===== config.mk =====
export PLATFORM = sky130hd
export DESIGN_NAME = link_reconnect_backoff_controller
export DESIGN_NICKNAME = d
export VERILOG_FILES = /design/src/rtl/lrbc_pkg.sv /design/src/rtl/lrbc_ctrl.sv /design/src/rtl/lrbc_datapath.sv /design/src/rtl/link_reconnect_backoff_controller.sv
export VERILOG_INCLUDE_DIRS = /design/src /design/src/rtl
export SDC_FILE = /design/constraint.sdc
export NUM_CORES = 2
export LEC_CHECK = 0
export ABC_AREA = 1
export BUFFER_PORTS_ARGS = -buffer_cell sky130_fd_sc_hd__buf_2
export CAP_MARGIN = 15
export CORE_UTILIZATION = 25
export DETAILED_ROUTE_END_ITERATION = 10
export MAX_ROUTING_LAYER = met4
export PLACE_DENSITY_LB_ADDON = 0.25
export SLEW_MARGIN = 20
export SYNTH_ARGS = -nofsm -noshare
export SYNTH_HDL_FRONTEND = slang
export SYNTH_SLANG_ARGS = --single-unit

===== constraint.sdc =====
create_clock -name i_clk -period 5.97 [get_ports i_clk]
set_input_delay 1.4925 -clock i_clk [delete_from_list [all_inputs] [get_ports i_clk]]
set_output_delay 1.4925 -clock i_clk [all_outputs]
set_load 0.03 [all_outputs]

===== src/rtl/link_reconnect_backoff_controller_assert.svh =====
// Assertion macros for the link reconnect controller
`ifndef LINK_RECONNECT_BACKOFF_CONTROLLER_ASSERT_SVH
`define LINK_RECONNECT_BACKOFF_CONTROLLER_ASSERT_SVH
`ifndef NO_ASSERTIONS
`define LRB_ASSERT_IMP(label, clk, rst_n, a, c) \
    label: assert property (@(posedge clk) disable iff (!rst_n) (a) |-> (c)) \
        else $error("assertion failed");
`define LRB_ASSERT_NXT(label, clk, rst_n, a, c) \
    label: assert property (@(posedge clk) disable iff (!rst_n) (a) |=> (c)) \
        else $error("assertion failed");
`else
`define LRB_ASSERT_IMP(label, clk, rst_n, a, c)
`define LRB_ASSERT_NXT(label, clk, rst_n, a, c)
`endif
`endif


===== src/rtl/lrbc_pkg.sv =====
// -----------------------------------------------------------------------------
// lrbc_pkg
// Types and constants shared by the reconnect controller modules.
// -----------------------------------------------------------------------------
package lrbc_pkg;
    localparam logic [2:0] M_INACTIVE     = 3'd0;
    localparam logic [2:0] M_CONNECTING   = 3'd1;
    localparam logic [2:0] M_ONLINE       = 3'd2;
    localparam logic [2:0] M_RETRYING     = 3'd3;
    localparam logic [2:0] M_PROVISIONING = 3'd4;

    localparam logic [1:0] ST_CONNECTED = 2'd0;
    localparam logic [1:0] ST_NOT_FOUND = 2'd1;
    localparam logic [1:0] ST_AUTH_FAIL = 2'd2;
    localparam logic [1:0] ST_PENDING   = 2'd3;

    localparam logic       OP_START = 1'b0;

    localparam logic [2:0] R_LINK_ENABLED   = 3'd0;
    localparam logic [2:0] R_PROV_MODE      = 3'd1;
    localparam logic [2:0] R_FALLBACK_CH    = 3'd2;
    localparam logic [2:0] R_CONNECT_TO     = 3'd3;
    localparam logic [2:0] R_RECONNECT_TO   = 3'd4;
    localparam logic [2:0] R_PARK_RETRY     = 3'd5;
    localparam logic [2:0] R_BACKOFF_MIN    = 3'd6;
    localparam logic [2:0] R_BACKOFF_MAX    = 3'd7;

    localparam logic [7:0] ATTEMPT_MAX = 8'd255;
    localparam logic [3:0] CHAN_MAX    = 4'd13;

    typedef struct packed {
        logic        op;
        logic [31:0] now_ms;
        logic [1:0]  link_status;
        logic        channel_ok;
        logic [3:0]  radio_channel;
        logic        park_ok;
        logic [31:0] random_word;
    } t_in_item;

    typedef struct packed {
        logic [2:0]  mode;
        logic        connect_request;
        logic [3:0]  connect_channel;
        logic        disconnect_request;
        logic        park_request;
        logic        responders_on;
        logic        channel_notify;
        logic [3:0]  notify_channel;
        logic [7:0]  attempt_count;
        logic [31:0] retry_delay_ms;
    } t_out_item;

    // controller -> datapath
    typedef struct packed {
        logic load;      // evaluate item, latch results that need no divide
        logic bo_start;  // start backoff doubling
        logic bo_step;   // one doubling step
        logic div_start; // start jitter remainder
        logic div_step;  // one remainder bit
        logic commit;    // write retry delay
    } t_cmd;

    // datapath -> controller
    typedef struct packed {
        logic need_retry;
        logic bo_done;
        logic div_done;
    } t_sts;
endpackage


===== src/rtl/lrbc_ctrl.sv =====
// -----------------------------------------------------------------------------
// lrbc_ctrl
// Sequencer: accept item, run backoff and jitter steps when a retry is needed, present result.
// -----------------------------------------------------------------------------
`include "link_reconnect_backoff_controller_assert.svh"
module lrbc_ctrl import lrbc_pkg::*; (
    input  logic i_clk,
    input  logic i_rst_n,
    input  logic i_in_valid,
    output logic o_in_ready,
    output logic o_out_valid,
    input  logic i_out_ready,
    input  t_sts i_sts,
    output t_cmd o_cmd
);
    typedef enum logic [2:0] {S_IDLE, S_EVAL, S_BO, S_DIV, S_DONE} t_state;
    t_state r_state, n_state;
    logic   r_out_valid, n_out_valid;

    assign o_in_ready  = (r_state == S_IDLE) && (!r_out_valid || i_out_ready);
    assign o_out_valid = r_out_valid;

    always_comb begin
        n_state     = r_state;
        n_out_valid = r_out_valid;
        o_cmd       = '0;
        if (r_out_valid && i_out_ready) n_out_valid = 1'b0;
        case (r_state)
            S_IDLE: begin
                if (i_in_valid && o_in_ready) begin
                    o_cmd.load = 1'b1;
                    n_state    = S_EVAL;
                end
            end
            S_EVAL: begin
                if (i_sts.need_retry) begin
                    o_cmd.bo_start = 1'b1;
                    n_state        = S_BO;
                end else begin
                    n_state = S_DONE;
                end
            end
            S_BO: begin
                if (i_sts.bo_done) begin
                    o_cmd.div_start = 1'b1;
                    n_state         = S_DIV;
                end else begin
                    o_cmd.bo_step = 1'b1;
                end
            end
            S_DIV: begin
                if (i_sts.div_done) begin
                    o_cmd.commit = 1'b1;
                    n_state      = S_DONE;
                end else begin
                    o_cmd.div_step = 1'b1;
                end
            end
            S_DONE: begin
                n_out_valid = 1'b1;
                n_state     = S_IDLE;
            end
            default: n_state = S_IDLE;
        endcase
    end

    always_ff @(posedge i_clk) begin
        if (!i_rst_n) begin
            r_state     <= S_IDLE;
            r_out_valid <= 1'b0;
        end else begin
            r_state     <= n_state;
            r_out_valid <= n_out_valid;
        end
    end

    `LRB_ASSERT_NXT(a_load_eval, i_clk, i_rst_n, o_cmd.load, r_state == S_EVAL)
    `LRB_ASSERT_IMP(a_no_accept_busy, i_clk, i_rst_n, r_state != S_IDLE, !o_in_ready)
    `LRB_ASSERT_NXT(a_done_valid, i_clk, i_rst_n, r_state == S_DONE, r_out_valid)
endmodule


===== src/rtl/lrbc_datapath.sv =====
// -----------------------------------------------------------------------------
// lrbc_datapath
// Link state, timers, backoff doubling and bit-serial jitter remainder.
// -----------------------------------------------------------------------------
module lrbc_datapath import lrbc_pkg::*; #(
    parameter int TIMER_BITS = 32
) (
    input  logic        i_clk,
    input  logic        i_rst_n,
    input  logic        i_cfg_we,
    input  logic [2:0]  i_cfg_index,
    input  logic [31:0] i_cfg_data,
    input  t_in_item    i_in,
    input  t_cmd        i_cmd,
    output t_sts        o_sts,
    output t_out_item   o_out
);
    localparam int EW = (TIMER_BITS > 32) ? TIMER_BITS : 32;

    logic        r_link_en, r_prov;
    logic [3:0]  r_fb;
    logic [31:0] r_cto, r_rto, r_prt, r_bmin, r_bmax;

    logic [2:0]  r_mode;
    logic [7:0]  r_att;
    logic [3:0]  r_lrep, r_lon;
    logic        r_parked, r_pfail, r_resp;
    logic [TIMER_BITS-1:0] r_entered, r_park_at;
    logic [31:0] r_delay;

    t_in_item    r_in;
    t_out_item   r_out;

    logic [32:0] r_bo;
    logic [7:0]  r_bo_i;
    logic [7:0]  r_bo_n;
    logic [31:0] r_base, r_win1, r_rem, r_dq;
    logic [5:0]  r_dcnt;

    always_ff @(posedge i_clk) begin
        if (!i_rst_n) begin
            r_link_en <= 1'b0;
            r_prov    <= 1'b0;
            r_fb      <= 4'd1;
            r_cto     <= 32'd15000;
            r_rto     <= 32'd8000;
            r_prt     <= 32'd5000;
            r_bmin    <= 32'd1000;
            r_bmax    <= 32'd60000;
        end else if (i_cfg_we) begin
            case (i_cfg_index)
                R_LINK_ENABLED: r_link_en <= i_cfg_data[0];
                R_PROV_MODE:    r_prov    <= i_cfg_data[0];
                R_FALLBACK_CH:  r_fb      <= i_cfg_data[3:0];
                R_CONNECT_TO:   r_cto     <= i_cfg_data;
                R_RECONNECT_TO: r_rto     <= i_cfg_data;
                R_PARK_RETRY:   r_prt     <= i_cfg_data;
                R_BACKOFF_MIN:  r_bmin    <= i_cfg_data;
                R_BACKOFF_MAX:  r_bmax    <= i_cfg_data;
                default: ;
            endcase
        end
    end

    // evaluate one item from registered input
    logic [TIMER_BITS-1:0] now_t, el_park, el_mode;
    logic [EW-1:0] el_park_w, el_mode_w;
    logic rd_ok;
    logic [3:0] fb_ch;
    logic [2:0] n_mode;
    logic [7:0] n_att;
    logic [3:0] n_lrep, n_lon;
    logic n_parked, n_pfail, n_resp, n_need;
    logic [TIMER_BITS-1:0] n_entered, n_park_at;
    logic [31:0] n_delay;
    t_out_item n_out;
    logic [31:0] to_sel;

    always_comb begin
        now_t     = TIMER_BITS'(r_in.now_ms);
        el_park   = now_t - r_park_at;
        el_mode   = now_t - r_entered;
        el_park_w = EW'(el_park);
        el_mode_w = EW'(el_mode);
        rd_ok     = r_in.channel_ok && (r_in.radio_channel != 4'd0);
        fb_ch     = (r_fb < 4'd1 || r_fb > CHAN_MAX) ? 4'd1 : r_fb;
        to_sel    = (r_lon == 4'd0) ? r_cto : r_rto;
        n_mode = r_mode; n_att = r_att; n_lrep = r_lrep; n_lon = r_lon;
        n_parked = r_parked; n_pfail = r_pfail; n_resp = r_resp;
        n_entered = r_entered; n_park_at = r_park_at; n_delay = r_delay;
        n_need = 1'b0;
        n_out = '0;
        if (r_in.op == OP_START) begin
            n_resp = 1'b0;
            if (r_prov) begin
                n_out.disconnect_request = 1'b1;
                n_mode = M_PROVISIONING; n_entered = now_t;
                if (rd_ok && r_in.radio_channel != n_lrep) begin
                    n_lrep = r_in.radio_channel; n_out.channel_notify = 1'b1;
                    n_out.notify_channel = r_in.radio_channel;
                end
            end else begin
                n_att = '0; n_lrep = '0; n_lon = '0; n_parked = 1'b0; n_pfail = 1'b0;
                n_delay = r_bmin;
                if (!r_link_en) begin
                    n_out.disconnect_request = 1'b1;
                    n_park_at = now_t; n_out.park_request = 1'b1;
                    if (!r_in.park_ok) begin
                        n_parked = 1'b0; n_pfail = 1'b1;
                    end else begin
                        n_parked = rd_ok && r_in.radio_channel == fb_ch; n_pfail = 1'b0;
                    end
                    if (rd_ok && r_in.radio_channel != n_lrep) begin
                        n_lrep = r_in.radio_channel; n_out.channel_notify = 1'b1;
                        n_out.notify_channel = r_in.radio_channel;
                    end
                    n_mode = M_INACTIVE; n_entered = now_t;
                end else begin
                    n_parked = 1'b0;
                    if (n_att < ATTEMPT_MAX) n_att = n_att + 8'd1;
                    n_out.connect_request = 1'b1; n_out.connect_channel = n_lon;
                    n_mode = M_CONNECTING; n_entered = now_t;
                end
            end
        end else begin
            case (r_mode)
                M_PROVISIONING: begin
                    if (rd_ok && r_in.radio_channel != n_lrep) begin
                        n_lrep = r_in.radio_channel; n_out.channel_notify = 1'b1;
                        n_out.notify_channel = r_in.radio_channel;
                    end
                end
                M_INACTIVE, M_RETRYING: begin
                    if (!r_parked && el_park_w >= EW'(r_prt)) begin
                        n_park_at = now_t; n_out.park_request = 1'b1;
                        if (!r_in.park_ok) begin
                            n_parked = 1'b0; n_pfail = 1'b1;
                        end else begin
                            n_parked = rd_ok && r_in.radio_channel == fb_ch;
                            n_pfail = 1'b0;
                        end
                        if (rd_ok && r_in.radio_channel != n_lrep) begin
                            n_lrep = r_in.radio_channel; n_out.channel_notify = 1'b1;
                            n_out.notify_channel = r_in.radio_channel;
                        end
                    end
                    if (r_mode == M_RETRYING && el_mode_w >= EW'(r_delay)) begin
                        n_parked = 1'b0;
                        if (n_att < ATTEMPT_MAX) n_att = n_att + 8'd1;
                        n_out.connect_request = 1'b1; n_out.connect_channel = n_lon;
                        n_mode = M_CONNECTING; n_entered = now_t;
                    end
                end
                M_CONNECTING, M_ONLINE: begin
                    if (r_in.link_status == ST_CONNECTED) begin
                        if (rd_ok) n_lon = r_in.radio_channel;
                        if (r_mode == M_CONNECTING) begin
                            n_att = '0; n_mode = M_ONLINE; n_entered = now_t;
                            n_resp = 1'b1;
                        end
                        if (rd_ok && r_in.radio_channel != n_lrep) begin
                            n_lrep = r_in.radio_channel; n_out.channel_notify = 1'b1;
                            n_out.notify_channel = r_in.radio_channel;
                        end
                    end else if (r_mode == M_ONLINE
                                 || r_in.link_status == ST_NOT_FOUND
                                 || r_in.link_status == ST_AUTH_FAIL
                                 || el_mode_w >= EW'(to_sel)) begin
                        n_need = 1'b1;
                        n_out.disconnect_request = 1'b1; n_resp = 1'b0;
                        n_park_at = now_t; n_out.park_request = 1'b1;
                        if (!r_in.park_ok) begin
                            n_parked = 1'b0; n_pfail = 1'b1;
                        end else begin
                            n_parked = rd_ok && r_in.radio_channel == fb_ch;
                            n_pfail = 1'b0;
                        end
                        if (rd_ok && r_in.radio_channel != n_lrep) begin
                            n_lrep = r_in.radio_channel; n_out.channel_notify = 1'b1;
                            n_out.notify_channel = r_in.radio_channel;
                        end
                        n_mode = M_RETRYING; n_entered = now_t;
                    end
                end
                default: ;
            endcase
        end
        n_out.mode = n_mode;
        n_out.responders_on = n_resp;
        n_out.attempt_count = n_att;
        n_out.retry_delay_ms = n_delay;
    end

    always_ff @(posedge i_clk) begin
        if (i_cmd.load) r_in <= i_in;
    end

    // mode state: written in the cycle after load, while in evaluation
    logic r_eval;
    always_ff @(posedge i_clk) begin
        if (!i_rst_n) begin
            r_eval    <= 1'b0;
            r_mode    <= M_INACTIVE;
            r_att     <= '0;
            r_lrep    <= '0;
            r_lon     <= '0;
            r_parked  <= 1'b0;
            r_pfail   <= 1'b0;
            r_resp    <= 1'b0;
            r_entered <= '0;
            r_park_at <= '0;
            r_delay   <= 32'd1000;
        end else begin
            r_eval <= i_cmd.load;
            if (r_eval) begin
                r_mode <= n_mode; r_att <= n_att; r_lrep <= n_lrep; r_lon <= n_lon;
                r_parked <= n_parked; r_pfail <= n_pfail; r_resp <= n_resp;
                r_entered <= n_entered; r_park_at <= n_park_at; r_delay <= n_delay;
            end
            if (i_cmd.commit) r_delay <= r_base - r_rem;
        end
    end

    always_ff @(posedge i_clk) begin
        if (r_eval) r_out <= n_out;
        else if (i_cmd.commit) r_out.retry_delay_ms <= r_base - r_rem;
    end

    // backoff doubling, one shift per cycle
    logic bo_fin;
    assign bo_fin = (r_bo_i >= r_bo_n) || (r_bo >= {1'b0, r_bmax}) || (r_bo == 33'd0);
    always_ff @(posedge i_clk) begin
        if (i_cmd.bo_start) begin
            r_bo   <= {1'b0, r_bmin};
            r_bo_i <= 8'd1;
            r_bo_n <= (r_att == 8'd0) ? 8'd1 : r_att;
        end else if (i_cmd.bo_step) begin
            r_bo   <= r_bo << 1;
            r_bo_i <= r_bo_i + 8'd1;
        end
    end

    // restoring remainder of random_word by (base/4 + 1), one bit per cycle
    logic [31:0] base_c;
    logic [32:0] trial;
    assign base_c = (r_bo > {1'b0, r_bmax}) ? r_bmax : r_bo[31:0];
    assign trial  = {r_rem, r_dq[31]};
    always_ff @(posedge i_clk) begin
        if (i_cmd.div_start) begin
            r_base <= base_c;
            r_win1 <= {2'b00, base_c[31:2]} + 32'd1;
            r_rem  <= '0;
            r_dq   <= r_in.random_word;
            r_dcnt <= (base_c[31:2] == 30'd0) ? 6'd32 : 6'd0;
        end else if (i_cmd.div_step) begin
            r_dq   <= r_dq << 1;
            r_dcnt <= r_dcnt + 6'd1;
            if (trial >= {1'b0, r_win1}) r_rem <= 32'(trial - {1'b0, r_win1});
            else r_rem <= trial[31:0];
        end
    end

    assign o_sts.need_retry = n_need;
    assign o_sts.bo_done    = bo_fin;
    assign o_sts.div_done   = r_dcnt[5];
    assign o_out            = r_out;
endmodule


===== src/rtl/link_reconnect_backoff_controller.sv =====
// Sequence: an accepted item is evaluated and its result presented; a retry
// first runs the backoff doubling and a bit-serial jitter remainder.
// Throughput: one item at a time; a new item is taken only in idle.
// Reset: synchronous active-low; state and config registers get reset values.
// -----------------------------------------------------------------------------
// link_reconnect_backoff_controller
// Reconnect controller with exponential backoff and jitter.
// -----------------------------------------------------------------------------
module link_reconnect_backoff_controller import lrbc_pkg::*; #(
    parameter int TIMER_BITS = 32
) (
    input  logic        i_clk,
    input  logic        i_rst_n,
    input  logic        i_cfg_valid,
    output logic        o_cfg_ready,
    input  logic [2:0]  i_cfg_index,
    input  logic [31:0] i_cfg_data,
    input  logic        i_in_valid,
    output logic        o_in_ready,
    input  t_in_item    i_in_data,
    output logic        o_out_valid,
    input  logic        i_out_ready,
    output t_out_item   o_out_data
);
    t_cmd w_cmd;
    t_sts w_sts;

    assign o_cfg_ready = 1'b1;

    lrbc_ctrl u_ctrl (
        .i_clk(i_clk), .i_rst_n(i_rst_n),
        .i_in_valid(i_in_valid), .o_in_ready(o_in_ready),
        .o_out_valid(o_out_valid), .i_out_ready(i_out_ready),
        .i_sts(w_sts), .o_cmd(w_cmd)
    );

    lrbc_datapath #(.TIMER_BITS(TIMER_BITS)) u_dp (
        .i_clk(i_clk), .i_rst_n(i_rst_n),
        .i_cfg_we(i_cfg_valid), .i_cfg_index(i_cfg_index), .i_cfg_data(i_cfg_data),
        .i_in(i_in_data), .i_cmd(w_cmd), .o_sts(w_sts), .o_out(o_out_data)
    );
endmodule

Word level (Yosys, flattened, before mapping):

Index checks and enable logic that the tools add are counted.

* flip-flop bits (word level): 600
* input bits: 113
* output and inout port bits: 59

* $add $sub $neg: 8
* magnitude comparators: 10
* eq/ne operators: 36
* multiplexer cells: 116
* reduce and logical (&&, ||, !) cells: 47

Operators by type and width (count)
* $mux 32: 23
* $pmux 32 s2: 2
* $sub 32x32->32: 4
* $ge 32x32->1: 3
* $ge 33x32->1: 2
* $mux 5: 12
* $mux 4: 14
* $mux 8: 6
* $gt 33x32->1: 1
* $logic_not 33->1: 1
* $mux 1: 33
* $add 30x1->31 const B: 1
* $logic_not 30->1: 1
* $mux 3: 10
* $eq 3x2->1 const B: 6
* $eq 3x3->1 const B: 6
* $mux 6: 3
* $add 8x1->8 const B: 2
* $ne 4x4->1 const B: 4
* $pmux 8 s2: 1
* $reduce_and 2->1: 8
* $ne 3x3->1 const B: 5
* $pmux 5 s3: 1
* $ne 2x2->1 const B: 6
* other kinds (32): 62

Depth between registers and ports, before layout:

* word-level depth: 11
* gate-level depth with buffers: 30

Modules after synthesis:

A second synthesis with hierarchy kept.

* cells, all modules: 4544
* area, all modules: 35083.6 um^2

By module, submodules not included
* lrbc_datapath: instances 1, cells each 4495, area an instance 34787.1 um^2
* lrbc_ctrl: instances 1, cells each 47, area an instance 285.3 um^2
* link_reconnect_backoff_controller: instances 1, cells each 2, area an instance 11.3 um^2

Worst setup path before layout:

No wires, ideal clock.

* path type: register to register
* from: register u_dp.r_in, in the netlist u_dp.now_t[0]
* to: register u_dp.r_bo[0] (enable)
* library setup time: 0.389 ns
* arrival time: 4.613 ns
* required time: 5.581 ns
* path slack: 0.968 ns
* stages on the path, launching flop included: 27
* buffers on the path: 1
* period minus slack after synthesis: 5.002 ns
* cell sequence: edfxtp_1 inv_1 ha_1 inv_1 fa_1 nand3_1 nand2_1 a21oi_1 o21ai_0 a21oi_1 inv_1 a21oi_1 inv_1 a31oi_1 xor2_1 ha_1 nand2_1 nor2_1 nand2_1 nor4_1 nand3_1 nand4_1 nand2_1 nor2_1 nand2_1 clkbuf_1 nand2_1

* longest elaborated chain between the ends: 10

RTL lines
* start: declaration: RTL line lrbc_datapath.sv:31 `t_in_item r_in;`
* start signal: assignment: RTL line lrbc_datapath.sv:195 `if (i_cmd.load) r_in <= i_in;`
* $sub 32x32->32: RTL line lrbc_datapath.sv:82 `el_mode = now_t - r_entered;`
* $ge 32x32->1: RTL line lrbc_datapath.sv:168 `|| el_mode_w >= EW'(to_sel)) begin`
* $logic_or 1x1->1: RTL line lrbc_datapath.sv:168
* $mux 1: RTL line lrbc_datapath.sv:165 `end else if (r_mode == M_ONLINE`
* $mux 1: RTL line lrbc_datapath.sv:155 `if (r_in.link_status == ST_CONNECTED) begin`
* $mux 1: RTL line lrbc_datapath.sv:126 `case (r_mode)`
* $mux 1: RTL line lrbc_datapath.sv:93 `if (r_in.op == OP_START) begin`
* $mux 1: RTL line lrbc_ctrl.sv:36 `if (i_sts.need_retry) begin`
* $mux 1: RTL line lrbc_ctrl.sv:28 `case (r_state)`
* $reduce_bool 2->1 (no line)
* end signal: assignment: RTL line lrbc_datapath.sv:234 `r_bo <= {1'b0, r_bmin};`
* end signal: assignment: RTL line lrbc_datapath.sv:238 `r_bo <= r_bo << 1;`
* end: declaration: RTL line lrbc_datapath.sv:34 `logic [32:0] r_bo;`

Every way passes these cells.
A chain may end at the register's enable or synchronous reset.

Final worst setup path:

* from: register u_dp.r_in, in the netlist u_dp.now_t[0]
* to: register u_dp.r_bo[23] (enable)

Same word-level chain as after synthesis.

==> results.py <==
metrics = {
    "sta": {
        "tns_ns": 0,
        "drv_slew": 0,
        "hold_violations": 0,
        "tightest_slew_ns": 0.988,
        "clock_skew_ns": 0.0376,
        "setup_viol_count_final": 0,
        "period_share": 0.910,
        "relSlewSlack": 0.332,
        "fin_crit_ns": 5.44,
        "rsz0062_at_grt": "false",
        "setup_ws_ns": 0.535,
        "hold_slack_ns": 0.455,
        "fmaxAchievable_ghz": 0.184,
    },
    "drt": {
        "drc": 0,
        "first_iter_violations": 1885,
        "routed_wl_mm": 114,
        "vias_per_cell": 4.58,
        "routed-via-count": 30100,
        "final_antenna_net_count": 0,
        "wl_per_cell_um": 17.4,
        "first_pass_iters": 5,
    },
    "floorplan": {
        "io_pins": 172,
        "initial_core_util": 0.253,
        "die_w_um": 376,
        "die_area_um2": 141000,
        "coreArea_um2": 138000,
        "rows": 136,
        "die_h_um": 376,
    },
    "layout": {
        "largest_reg_flops": 56,
        "area_growth_pct": 15.6,
        "fill_cells": 15100,
        "antenna_cells": 0,
        "regArea_um2": 14700,
        "final_layout_size_suffix_gt1_frac": 0.0833,
        "nets": 5031,
        "multiInputGateArea_um2": 17500,
    },
    "global_route": {
        "groute.usage.overall": 0.162,
        "grt_pass1_vias": 28700,
        "grt_pass1_wl_mm": 172,
        "met3_usage": 0.0201,
        "globalRouteMet1Util": 0.218,
        "antenna_found_initial": 13,
        "grt_remaining_overflow": 0,
        "grt_use_met2": 0.253,
        "grt_max_degree": 145,
        "grt-busiest-layer": "met2",
    },
    "pwr": {
        "power_mw": 13.8,
        "power.leakage_nw": 17.1,
        "peakVddDrop_mv": 0.210,
        "power.density_nw_per_um2": 342,
    },
    "cts": {
        "clkLatencyLatePin_ns": 0.68,
        "clk_pin_slew_ns": 0.07,
        "cts_tree": "built",
        "cts.path.max_buffers": 3,
        "htree_levels": 3,
        "clkSinkCount": 599,
        "post_cts_buffers": 0,
        "cts_root_buffer": "clkbuf_16",
        "cts.repair.resized": 0,
        "hold_buffers": 0,
        "cts_made_buffers": 75,
    },
    "placed_design": {
        "gp_congestion": 0.899,
        "place_hpwl_mm": 86.8,
        "dp_worst_setup_slack_ns": 0.0980,
        "numPortBuffers": 170,
    },
    "synth": {
        "synth_seq_cells": 599,
        "async_flop_share": 0,
        "yosys-top-cells-area": "edfxtp_1, dfxtp_1, ha_1",
        "synth_nets": 4892,
        "synth-seq-area-share": 0.420,
        "synth_cell_types": 58,
        "syn-cell-area_um2": 35000,
        "synth-edff-count": 270,
        "avgSynthCellArea_um2": 7.76,
        "yosysWarnings": 0,
        "synth_top_flop_cell": "dfxtp_1",
        "syn_inst": 4509,
        "synth_top_area_share": 0.232,
        "synth_top_area_cell": "edfxtp_1",
    },
    "worst_setup_path": {
        "critical_path.max_fanout": 32,
        "required_ns": 6.31,
        "startpoint": "u_dp.now_t[0]",
        "r2r_slack_ns": 0.53,
        "cp-end-kind": "register",
        "worst-r2r-cell-count": 26,
        "r2r-start": "u_dp.now_t[0]",
        "setup.worst_path.end": "u_dp.r_bo[23]",
        "startpoint_type": "register",
        "critical_path_arrival_ns": 5.77,
        "critPathKind": "register to register",
        "rr_endpoint": "u_dp.r_bo[23]",
    },
    "min_path": {
        "min_from": "u_dp.r_cto[0]",
        "hp-class": "register to register",
    },
    "flow_run": {
        "cap_violations": 0,
    },
    "run_status": {
        "status": "complete, no violations",
    },
}
placed cells by master, fill, tap and decap left out, types with 8 or more instances in the layout:
master and count:
nor2_2 19, clkbuf_1 15, clkinv_1 10, nor3_1 32, mux2i_1 31, nand3_1 179, nand2_2 23, clkbuf_16 77
buf_4 40, o211ai_1 34, ha_1 266, a21o_1 13, nand2_1 864, o21bai_1 14, nand3b_1 10, nand4_1 42
edfxtp_1 270, buf_2 169, inv_1 576, clkbuf_8 9, clkinv_2 12, nor2_1 504, a31oi_1 24, o21ai_0 478
a211oi_1 8, a21boi_0 11, xnor2_1 40, xor2_1 90, a21oi_1 406, nor4_1 13, dfxtp_1 328, o21a_1 9
worst min path at each step:
stage / end / slack, ns / depth (start not counted)
6_report: u_dp.r_cto[0] / 0.45 / 2
5_1_grt: u_dp.r_rto[11] / 0.48 / 2
4_1_cts: u_dp.r_cto[0] / 0.46 / 2
3_5_place_dp: u_dp.r_cto[0] / 0.44 / 2
3_3_place_gp: u_dp.r_cto[0] / 0.44 / 2
2_1_floorplan: u_dp.r_cto[0] / 0.42 / 2
critical path, stage by stage, from the launching register on:
cell,delay [ns]
edfxtp_1,0.40
inv_1,0.11
ha_1,0.17
inv_1,0.07
fa_1,0.39
nand3_1,0.10
nand2_1,0.14
a21oi_2,0.25
o21ai_0,0.18
a21oi_1,0.28
inv_1,0.07
a21oi_1,0.21
inv_1,0.09
a31oi_1,0.16
xor2_1,0.26
ha_1,0.17
nand2_1,0.06
nor2_1,0.14
nand2_1,0.10
nor4_2,0.31
nand3_1,0.12
nand4_1,0.29
nand2_1,0.15
nor2_2,0.24
nand2_2,0.21
nand2_1,0.15
buf_12,0.23
Yosys cell counts (31+ instances only):
master      n
nand2_1   866
inv_1     579
nor2_1    509
o21ai_0   478
a21oi_1   407
dfxtp_1   329
edfxtp_1  270
ha_1      266
nand3_1   179
clkbuf_1  114
xor2_1     90
nand4_1    42
xnor2_1    40
o211ai_1   34
nor3_1     32
mux2i_1    31
metrics by stage:
step           area (µm²)  utilization  std cells
6_report            40400        0.293       6570
5_1_grt             40400        0.293       6570
4_1_cts             40400        0.293       6570
3_5_place_dp        37900        0.274       6434
3_3_place_gp        37900        0.274       6434
2_1_floorplan       35000            -       4509
cell type report:
type	instances	area share
Clock inverter	35	0.00981
Clock buffer	101	0.0521
Multi-Input combinational cell	3174	0.432
Tap cell	1863	0.0576
Sequential cell	599	0.363
Inverter	584	0.0543
Timing Repair Buffer	214	0.0306
logic make-up (layout without fill, tap and decap cells):
logic type | Yosys count | after routing | share of synthesized area
buffers and inverters | 736 | 934 | 0.0816
multiplexers | 31 | 31 | 0.00887
AND/OR/NAND/NOR | 1705 | 1705 | 0.201
XOR/XNOR | 130 | 130 | 0.0325
flip-flops | 599 | 599 | 0.420
other | 1 | 1 | 0.000107
AO/OA/AOI/OAI | 1037 | 1037 | 0.159
adder cells (fa/ha/maj) | 270 | 270 | 0.0974
metal layers:
metal  routed length [µm]  share of wire
met5                    0              0
met4                 3130          0.027
met3                 4980          0.044
met2                51200           0.45
met1                55000           0.48
report_power, final:
group	leakage (nW)	switching, mW	internal (mW)
Sequential	5.19	0.237	4.68
Combinational	10.7	2.81	1.38
Clock	1.22	1.94	2.79
Total	17.1	4.99	8.84
(Power assumes the default switching activity.)
